==> config.mk <==
export PLATFORM = sky130hd
export DESIGN_NAME = json_structure_validator
export DESIGN_NICKNAME = d
export VERILOG_FILES = /design/src/sv/jsv_pkg.sv /design/src/sv/jsv_stack.sv /design/src/sv/jsv_engine.sv /design/src/sv/json_structure_validator.sv
export SDC_FILE = /design/constraint.sdc
export NUM_CORES = 2
export LEC_CHECK = 0
export BUFFER_PORTS_ARGS = -buffer_cell sky130_fd_sc_hd__buf_2
export CAP_MARGIN = 10
export CORE_MARGIN = 2
export CORE_UTILIZATION = 40
export CTS_BUF_LIST = sky130_fd_sc_hd__clkbuf_2 sky130_fd_sc_hd__clkbuf_4 sky130_fd_sc_hd__clkbuf_8
export DETAILED_ROUTE_END_ITERATION = 6
export PLACE_DENSITY_LB_ADDON = 0.3
export SLEW_MARGIN = 20
export SYNTH_ARGS = -nofsm -noshare
export SYNTH_HDL_FRONTEND = slang
export SYNTH_HIERARCHICAL = 1
export SYNTH_SLANG_ARGS = --single-unit
==> constraint.sdc <==
create_clock -name clock -period 41.4 [get_ports clock]
set_input_delay 8.28 -clock clock [delete_from_list [all_inputs] [get_ports clock]]
set_output_delay 8.28 -clock clock [all_outputs]
set_load 0.005 [all_outputs]
==> src/sv/jsv_pkg.sv <==
// ----------------------------------------------------------------------------
// jsv_pkg
// Types and constants shared by the JSON structure validator.
// ----------------------------------------------------------------------------
package jsv_pkg;

   localparam int MAX_DEPTH_DEFAULT = 512;
   localparam int DEPTH_W           = 9;
   localparam int LINE_W            = 20;
   localparam int TOKEN_W           = 4;
   localparam int STATUS_W          = 2;

   typedef enum logic [2:0] {
      PS_VALUE,
      PS_KEY_OR_CLOSE,
      PS_COLON,
      PS_OBJ_VALUE,
      PS_OBJ_NEXT,
      PS_ARR_VALUE,
      PS_ARR_NEXT
   } parse_state_type;

   typedef enum logic [1:0] {
      RET_DONE,
      RET_OBJ,
      RET_ARR
   } ret_type;

   typedef enum logic [TOKEN_W-1:0] {
      TOK_LBRACKET = 4'd0,
      TOK_RBRACKET = 4'd1,
      TOK_LBRACE   = 4'd2,
      TOK_RBRACE   = 4'd3,
      TOK_COLON    = 4'd4,
      TOK_COMMA    = 4'd5,
      TOK_STRING   = 4'd6,
      TOK_TRUE     = 4'd7,
      TOK_FALSE    = 4'd8,
      TOK_NULL     = 4'd9,
      TOK_NUMBER   = 4'd10,
      TOK_EOF      = 4'd11,
      TOK_OTHER    = 4'd12
   } token_type;

   typedef enum logic [STATUS_W-1:0] {
      ST_BUSY,
      ST_COMPLETE,
      ST_FAIL
   } status_type;

   typedef struct packed {
      logic               new_document;
      logic [TOKEN_W-1:0] token_class;
      logic [LINE_W-1:0]  token_line;
   } req_type;

   typedef struct packed {
      logic [STATUS_W-1:0] parse_status;
      logic [DEPTH_W-1:0]  nesting_depth;
      logic [LINE_W-1:0]   error_line;
   } rsp_type;

   typedef struct packed {
      logic    en;
      ret_type data;
   } stack_wr_type;

endpackage

==> src/sv/jsv_stack.sv <==
// ----------------------------------------------------------------------------
// jsv_stack
// Return stack memory: one write port, one read port with registered data.
// ----------------------------------------------------------------------------
module jsv_stack #(
   parameter int MAX_DEPTH = jsv_pkg::MAX_DEPTH_DEFAULT,
   localparam int CW = $clog2(MAX_DEPTH)
) (
   input  logic                  clock,
   input  jsv_pkg::stack_wr_type wr,
   input  logic [CW-1:0]         wr_addr,
   input  logic [CW-1:0]         rd_addr,
   output jsv_pkg::ret_type      rd_data
);

   jsv_pkg::ret_type mem [MAX_DEPTH];
   jsv_pkg::ret_type rd_data_ff;

   always_ff @(posedge clock) begin
      if (wr.en) begin
         mem[wr_addr] <= wr.data;
      end
      rd_data_ff <= mem[rd_addr];
   end

   assign rd_data = rd_data_ff;

endmodule

==> src/sv/jsv_engine.sv <==
// ----------------------------------------------------------------------------
// jsv_engine
// Pushdown parse control: state, depth count, cached stack top, sticky status.
// ----------------------------------------------------------------------------
module jsv_engine #(
   parameter int MAX_DEPTH = jsv_pkg::MAX_DEPTH_DEFAULT,
   localparam int CW = $clog2(MAX_DEPTH)
) (
   input  logic                  clock,
   input  logic                  reset,
   input  logic                  accept,
   input  jsv_pkg::req_type      req_data,
   input  logic                  require_end,
   input  jsv_pkg::ret_type      below_raw,
   output jsv_pkg::stack_wr_type stack_wr,
   output logic [CW-1:0]         wr_addr,
   output logic [CW-1:0]         rd_addr,
   output jsv_pkg::rsp_type      result
);

   jsv_pkg::parse_state_type state_ff, state_in, st, st_n;
   logic [CW-1:0]            count_ff, count_in, cnt, cnt_n;
   jsv_pkg::ret_type         top_ff, top_in, top, top_n, below;
   logic                     await_ff, await_in, aw, aw_n;
   jsv_pkg::status_type      status_ff, status_in, fs, fs_n;
   logic [jsv_pkg::LINE_W-1:0] eline_ff, eline_in, el, el_n;

   logic                     new_doc;
   logic [jsv_pkg::TOKEN_W-1:0] tc;
   logic                     scalar;
   logic                     do_close;
   logic                     do_open;
   logic                     do_fail;
   jsv_pkg::ret_type         open_ret;
   jsv_pkg::parse_state_type open_next;
   logic                     push_en;

   always_ff @(posedge clock) begin
      if (reset) begin
         state_ff  <= jsv_pkg::PS_VALUE;
         count_ff  <= CW'(1);
         top_ff    <= jsv_pkg::RET_DONE;
         await_ff  <= 1'b0;
         status_ff <= jsv_pkg::ST_BUSY;
         eline_ff  <= '0;
      end else begin
         state_ff  <= state_in;
         count_ff  <= count_in;
         top_ff    <= top_in;
         await_ff  <= await_in;
         status_ff <= status_in;
         eline_ff  <= eline_in;
      end
   end

   always_comb begin
      new_doc   = req_data.new_document;
      tc        = req_data.token_class;
      st        = new_doc ? jsv_pkg::PS_VALUE : state_ff;
      cnt       = new_doc ? CW'(1) : count_ff;
      top       = new_doc ? jsv_pkg::RET_DONE : top_ff;
      aw        = new_doc ? 1'b0 : await_ff;
      fs        = new_doc ? jsv_pkg::ST_BUSY : status_ff;
      el        = new_doc ? '0 : eline_ff;
      // entry zero is the fixed base entry and never lives in memory
      below     = (count_ff == CW'(2)) ? jsv_pkg::RET_DONE : below_raw;
      scalar    = (tc >= jsv_pkg::TOK_STRING) && (tc <= jsv_pkg::TOK_NUMBER);

      st_n      = st;
      cnt_n     = cnt;
      top_n     = top;
      aw_n      = aw;
      fs_n      = fs;
      el_n      = el;
      do_close  = 1'b0;
      do_open   = 1'b0;
      do_fail   = 1'b0;
      open_ret  = jsv_pkg::RET_OBJ;
      open_next = jsv_pkg::PS_ARR_VALUE;
      push_en   = 1'b0;

      if (fs == jsv_pkg::ST_BUSY) begin
         if (aw) begin
            if (tc == jsv_pkg::TOK_EOF) begin
               aw_n = 1'b0;
               fs_n = jsv_pkg::ST_COMPLETE;
            end else begin
               do_fail = 1'b1;
            end
         end else begin
            unique case (st)
               jsv_pkg::PS_VALUE: begin
                  if (tc == jsv_pkg::TOK_LBRACKET) st_n = jsv_pkg::PS_ARR_VALUE;
                  else if (tc == jsv_pkg::TOK_LBRACE) st_n = jsv_pkg::PS_KEY_OR_CLOSE;
                  else if (scalar) do_close = 1'b1;
                  else do_fail = 1'b1;
               end
               jsv_pkg::PS_KEY_OR_CLOSE: begin
                  if (tc == jsv_pkg::TOK_RBRACE) do_close = 1'b1;
                  else if (tc == jsv_pkg::TOK_STRING) st_n = jsv_pkg::PS_COLON;
                  else do_fail = 1'b1;
               end
               jsv_pkg::PS_COLON: begin
                  if (tc == jsv_pkg::TOK_COLON) st_n = jsv_pkg::PS_OBJ_VALUE;
                  else do_fail = 1'b1;
               end
               jsv_pkg::PS_OBJ_VALUE: begin
                  open_ret = jsv_pkg::RET_OBJ;
                  if (scalar) st_n = jsv_pkg::PS_OBJ_NEXT;
                  else if (tc == jsv_pkg::TOK_LBRACKET) begin
                     do_open   = 1'b1;
                     open_next = jsv_pkg::PS_ARR_VALUE;
                  end else if (tc == jsv_pkg::TOK_LBRACE) begin
                     do_open   = 1'b1;
                     open_next = jsv_pkg::PS_KEY_OR_CLOSE;
                  end else do_fail = 1'b1;
               end
               jsv_pkg::PS_OBJ_NEXT: begin
                  if (tc == jsv_pkg::TOK_COMMA) st_n = jsv_pkg::PS_KEY_OR_CLOSE;
                  else if (tc == jsv_pkg::TOK_RBRACE) do_close = 1'b1;
                  else do_fail = 1'b1;
               end
               jsv_pkg::PS_ARR_VALUE: begin
                  open_ret = jsv_pkg::RET_ARR;
                  if (tc == jsv_pkg::TOK_RBRACKET) do_close = 1'b1;
                  else if (scalar) st_n = jsv_pkg::PS_ARR_NEXT;
                  else if (tc == jsv_pkg::TOK_LBRACKET) begin
                     do_open   = 1'b1;
                     open_next = jsv_pkg::PS_ARR_VALUE;
                  end else if (tc == jsv_pkg::TOK_LBRACE) begin
                     do_open   = 1'b1;
                     open_next = jsv_pkg::PS_KEY_OR_CLOSE;
                  end else do_fail = 1'b1;
               end
               jsv_pkg::PS_ARR_NEXT: begin
                  if (tc == jsv_pkg::TOK_RBRACKET) do_close = 1'b1;
                  else if (tc == jsv_pkg::TOK_COMMA) st_n = jsv_pkg::PS_ARR_VALUE;
                  else do_fail = 1'b1;
               end
               default: do_fail = 1'b1;
            endcase
         end
      end

      if (do_close) begin
         if (top == jsv_pkg::RET_DONE) begin
            st_n  = jsv_pkg::PS_VALUE;
            cnt_n = '0;
            if (require_end) aw_n = 1'b1;
            else fs_n = jsv_pkg::ST_COMPLETE;
         end else begin
            st_n  = (top == jsv_pkg::RET_OBJ) ? jsv_pkg::PS_OBJ_NEXT : jsv_pkg::PS_ARR_NEXT;
            cnt_n = cnt - CW'(1);
            top_n = below;
         end
      end

      if (do_open) begin
         if (({1'b0, cnt} + (CW+1)'(1)) >= (CW+1)'(MAX_DEPTH)) begin
            do_fail = 1'b1;
         end else begin
            push_en = 1'b1;
            cnt_n   = cnt + CW'(1);
            top_n   = open_ret;
            st_n    = open_next;
         end
      end

      if (do_fail) begin
         fs_n = jsv_pkg::ST_FAIL;
         el_n = req_data.token_line;
      end

      state_in  = accept ? st_n  : state_ff;
      count_in  = accept ? cnt_n : count_ff;
      top_in    = accept ? top_n : top_ff;
      await_in  = accept ? aw_n  : await_ff;
      status_in = accept ? fs_n  : status_ff;
      eline_in  = accept ? el_n  : eline_ff;

      stack_wr.en   = accept && push_en;
      stack_wr.data = open_ret;
      wr_addr       = cnt;
      // prefetch the entry below the next top
      rd_addr       = count_in - CW'(2);

      result.parse_status  = fs_n;
      result.nesting_depth = (st_n == jsv_pkg::PS_VALUE) ? '0 : jsv_pkg::DEPTH_W'(cnt_n);
      result.error_line    = (fs_n == jsv_pkg::ST_FAIL) ? el_n : '0;
   end

endmodule

==> src/sv/json_structure_validator.sv <==
// ----------------------------------------------------------------------------
// json_structure_validator
// Structure check of a JSON token stream with a pushdown automaton.
// ----------------------------------------------------------------------------
// Usage:
//   req_*  : one token per transaction (new_document, token_class, token_line).
//   rsp_*  : one result per token (parse_status, nesting_depth, error_line).
//   csr_*  : writes require_end_of_input; always ready. Write only when idle.
// Throughput: one token per cycle, sustained. The stack top is held in a
//   register and the next lower entry is prefetched from the stack memory
//   every cycle, so pushes and pops back to back need no bubble.
// Result: registered, and shows in the cycle after the token is accepted.
// Stalls: req_ready is low only while a result is held and rsp_ready is
//   low; the held result stays stable until taken.
// Reset: reset starts an empty document and clears the setting. The stack
//   memory needs no clearing pass.
// Errors and completion are sticky until a token raises new_document.
// ----------------------------------------------------------------------------
module json_structure_validator #(
   parameter int MAX_DEPTH = jsv_pkg::MAX_DEPTH_DEFAULT
) (
   input  logic             clock,
   input  logic             reset,
   input  logic             req_valid,
   output logic             req_ready,
   input  jsv_pkg::req_type req_data,
   output logic             rsp_valid,
   input  logic             rsp_ready,
   output jsv_pkg::rsp_type rsp_data,
   input  logic             csr_valid,
   output logic             csr_ready,
   input  logic             csr_wdata
);

   localparam int CW = $clog2(MAX_DEPTH);

   logic                  accept;
   logic                  req_end_ff, req_end_in;
   logic                  rsp_valid_ff, rsp_valid_in;
   jsv_pkg::rsp_type      rsp_data_ff, rsp_data_in;
   jsv_pkg::rsp_type      result;
   jsv_pkg::stack_wr_type stack_wr;
   jsv_pkg::ret_type      below_raw;
   logic [CW-1:0]         wr_addr;
   logic [CW-1:0]         rd_addr;

   assign req_ready = !rsp_valid_ff || rsp_ready;
   assign accept    = req_valid && req_ready;
   assign csr_ready = 1'b1;

   always_comb begin
      req_end_in   = (csr_valid && csr_ready) ? csr_wdata : req_end_ff;
      rsp_valid_in = accept ? 1'b1 : (rsp_valid_ff && !rsp_ready);
      rsp_data_in  = accept ? result : rsp_data_ff;
   end

   always_ff @(posedge clock) begin
      if (reset) begin
         req_end_ff   <= 1'b0;
         rsp_valid_ff <= 1'b0;
      end else begin
         req_end_ff   <= req_end_in;
         rsp_valid_ff <= rsp_valid_in;
      end
      rsp_data_ff <= rsp_data_in;
   end

   assign rsp_valid = rsp_valid_ff;
   assign rsp_data  = rsp_data_ff;

   jsv_engine #(.MAX_DEPTH(MAX_DEPTH)) u_engine (
      .clock       (clock),
      .reset       (reset),
      .accept      (accept),
      .req_data    (req_data),
      .require_end (req_end_ff),
      .below_raw   (below_raw),
      .stack_wr    (stack_wr),
      .wr_addr     (wr_addr),
      .rd_addr     (rd_addr),
      .result      (result)
   );

   jsv_stack #(.MAX_DEPTH(MAX_DEPTH)) u_stack (
      .clock   (clock),
      .wr      (stack_wr),
      .wr_addr (wr_addr),
      .rd_addr (rd_addr),
      .rd_data (below_raw)
   );

endmodule

==> results.md <==
* Fin. Hold Viols at 0
* Capturing element type of the critical path: primary output
* GP Congestion at 0.820
* Least-Margin Pin Slew at 1110 ps
* Worst-Skew Late Latency at 870 ps
* Number of synthesized flops with an enable pin at 1055
* Fraction of layout cells with a size suffix above 1 at 0.176
* Top-level I/O count at 65
* # port buffers at 63
* Final WS setup at 24480 ps
* CP max stage delay at 140 ps
* Seq/Total Area, Yosys at 0.698
* Via count at 27383
* First-pass GRT wire length at 176000 um
* Largest net degree at the start of global routing at 235
* Post-cts sizing count at 0
* Congestion Overflow GR at 0
* Slew HR at 0.259
* Critical path class: input port to primary output
* Crit Reg-Reg Endpoint: u_stack/rd_data[0]$_DFF_P_
* All-layer global routing usage at 0.196
* Largest family of logic cells by synthesized area: multiplexers
* Post-Synth Adder-Cell Area at 0.000806
* Area of the core at 116000 um^2
* Post-Layout Cell Count at 4795
* Total Routed Length at 118000 um
* Synth Area in XOR/XNOR at 0.00244
* Post-synthesis compound-gate area fraction at 0.0664
* Die height at 345 um
* Max Cap Viol at 0
* Syn Std Cell Area at 46600 um^2
* Hold WC Path Type: flip-flop to flip-flop
* Data required, critical path at 33120 ps
* Primary FF master, synth: edfxtp_1
* Hold Buf Count CTS at 0
* Cells after DPL at 4485
* Area grow syn2layout at 10.6%
* Critical Path, Cell by Cell: buf_2, nand2b_4, buf_2
* CTS tree: built
* Initial DRC count at 2706
* Max frequency at 0.0591 GHz
* Syn Area/Cell at 15.1 um^2
* Mux share of post-synthesis cell area at 0.119
* Fin nets at 3170
* Share of flip-flops with an asynchronous set or reset at 0
* Worst Hold Depth at 1
* Critical Path Slowest Stage Cell: nand2b_4
* Post-place setup slack at 24480 ps
* R2r setup slk at 33890 ps
* H-tree depth reported by CTS at 4
* Total Power at 2.28 mW
* Crit-path max FO at 3
* Yosys cell types at 91
* Post-DR vias/cell at 5.71
* CP startpoint kind: input port
* RSZ-0062 raised after global routing: no
* Clock Tree Buf Depth at 3
* Die X at 345 um
* Fin Setup TNS at 0 ps
* Finish-stage setup viols at 0
* DRC viols at 0
* Starting Density at 0.402
* Row cnt at 125
* Post-synthesis register bit count at 1096
* R2r worst-path depth at 18
* Hold Crit Start: u_engine/eline_ff[18]$_SDFFE_PP0P_
* Hold EP: u_engine/eline_ff[18]$_SDFFE_PP0P_
* Arr. time, crit path at 8640 ps
* Synth Instances at 3079
* Root cell of the clock tree: clkbuf_8
* Post-route ant nets at 0
* Num CTS Buffers at 173
* Status: completed
* Clock Skew at 57.4 ps
* Vias in the first global route at 28403
* Slew Limit Fails at 0
* Die Area at 119000 um^2
* Synth warn at 6
* Synthesized netlist net count at 3113
* Tmin final at 16920 ps
* Routed WL per cell at 24.6 um
* # clock sinks at 1096
* Worst VDD drop at 0.0240 mV
* Clock-pin slew on the worst setup and hold paths at 50 ps
* Initial antenna violation count at 4
* Top cell by count, worst path: buf_2
* Final period util at 0.409
* PD cells at 44.2 nW/um^2
* Post-Synth Simple-Gate Area at 0.0839
* 1st-pass router iterations at 6
* Leakage at 19.6 nW
* R2r startpoint: u_engine/state_ff[2]$_SDFFE_PP0P_
* Detailed Place HPWL at 66800 um
* Number of setup buffers added after CTS at 0
[layout by cell type (no fill, tap or decap), types with 7 or more instances in the layout]
cell type,count
nor3_1,53
or3_1,7
mux4_2,128
xnor2_1,7
edfxtp_1,1055
o211ai_1,11
mux2i_1,259
nor2b_1,18
nor3b_1,7
o221ai_1,113
nor2_1,601
nand2b_1,9
o22ai_1,43
nand2_2,12
dfxtp_1,41
nand3_1,23
and2_1,10
clkbuf_8,177
nand4_1,12
and3_1,10
a211oi_1,18
clkinv_1,39
clkbuf_4,62
buf_2,63
buf_4,49
o21ai_0,57
nand2_1,72
clkinv_2,11
inv_1,18
a22o_1,21
a221oi_1,8
a22oi_1,24
a21oi_1,57
nor4_1,14
[how the worst max path moves through the flow]
stage / slack, ps / cells after the start / to / startpoint
after detailed placement: 24480 / 3 / req_ready / rsp_ready
after CTS: 24470 / 3 / req_ready / rsp_ready
after global placement: 24480 / 3 / req_ready / rsp_ready
after global routing: 24460 / 3 / req_ready / rsp_ready
after floorplan: 12030 / 4 / u_stack/mem[0][1]$_DFFE_PP_ / req_data[24]
final: 24480 / 3 / req_ready / rsp_ready
[Yosys cell counts, drive strengths merged (43+ instances only)]
master	count	area share
buf	120	0.019
mux2i	259	0.056
mux4	128	0.062
nor3	56	0.0063
o221ai	113	0.021
clkbuf	116	0.0095
o21ai	60	0.0064
nand2	85	0.0069
o22ai	43	0.0058
a21oi	59	0.0064
nor2	601	0.048
edfxtp	1055	0.68
[metrics by stage]
| stage | hold WS [ps] | util | cell area [um^2] |
|---|---|---|---|
| 6_report | 475 | 0.445 | 51500 |
| 5_1_grt | 492 | 0.445 | 51500 |
| 4_1_cts | 476 | 0.445 | 51500 |
| 3_5_place_dp | 458 | 0.415 | 48100 |
| 3_3_place_gp | 458 | 0.415 | 48100 |
| 2_1_floorplan | 443 | - | 46600 |
[worst max-delay path: cells and delay by family]
family / cells / cell delay [ps]
buffers and inverters: 2 / 220
and+or+nand+nor: 1 / 140
[cell type report]
cell class	instances	area, um^2
Tap cell	1524	1910
Antenna cell	1	2.50
Clock inverter	70	499
Inverter	21	86.3
Fill cell	10325	64400
Sequential cell	1096	32500
Multi-Input combinational cell	1726	12800
Clock buffer	239	2900
Timing Repair Buffer	118	803
[layer usage]
layer  part of all wire  GRT usage  up-vias  wire, um
li1                   -          -    12133         -
met1               0.41      0.256    14094     48400
met2               0.49      0.327      915     57900
met3              0.066     0.0346      241      7780
met4              0.031     0.0774        0      3650
met5                  0          0        -         0
[report_power, final]
part | internal (mW) | leakage (nW) | switching (mW)
combinational | 0.0569 | 5.33 | 0.110
clock | 0.480 | 1.79 | 0.421
sequential | 1.20 | 12.5 | 0.00462
[cell families after synthesis]
kind of cell    count (synthesis)
flops                        1096
mux                           392
xor+xnor                       13
other cells                     1
buf+inv                       257
fa+ha+maj                       3
simple gates                  896
compound gates                421
[registers in the layout, indices dropped and copies added (netlist names)]
signal	count
rsp_data	31
u_stack/rd_data	2
u_stack/mem	1024
req_end_ff	1
u_engine/await_ff	1
u_engine/count_ff	9
u_engine/eline_ff	20
u_engine/state_ff	3
u_engine/status_ff	2
rsp_valid	1
u_engine/top_ff	2
Power figures use the tool's default switching activity.
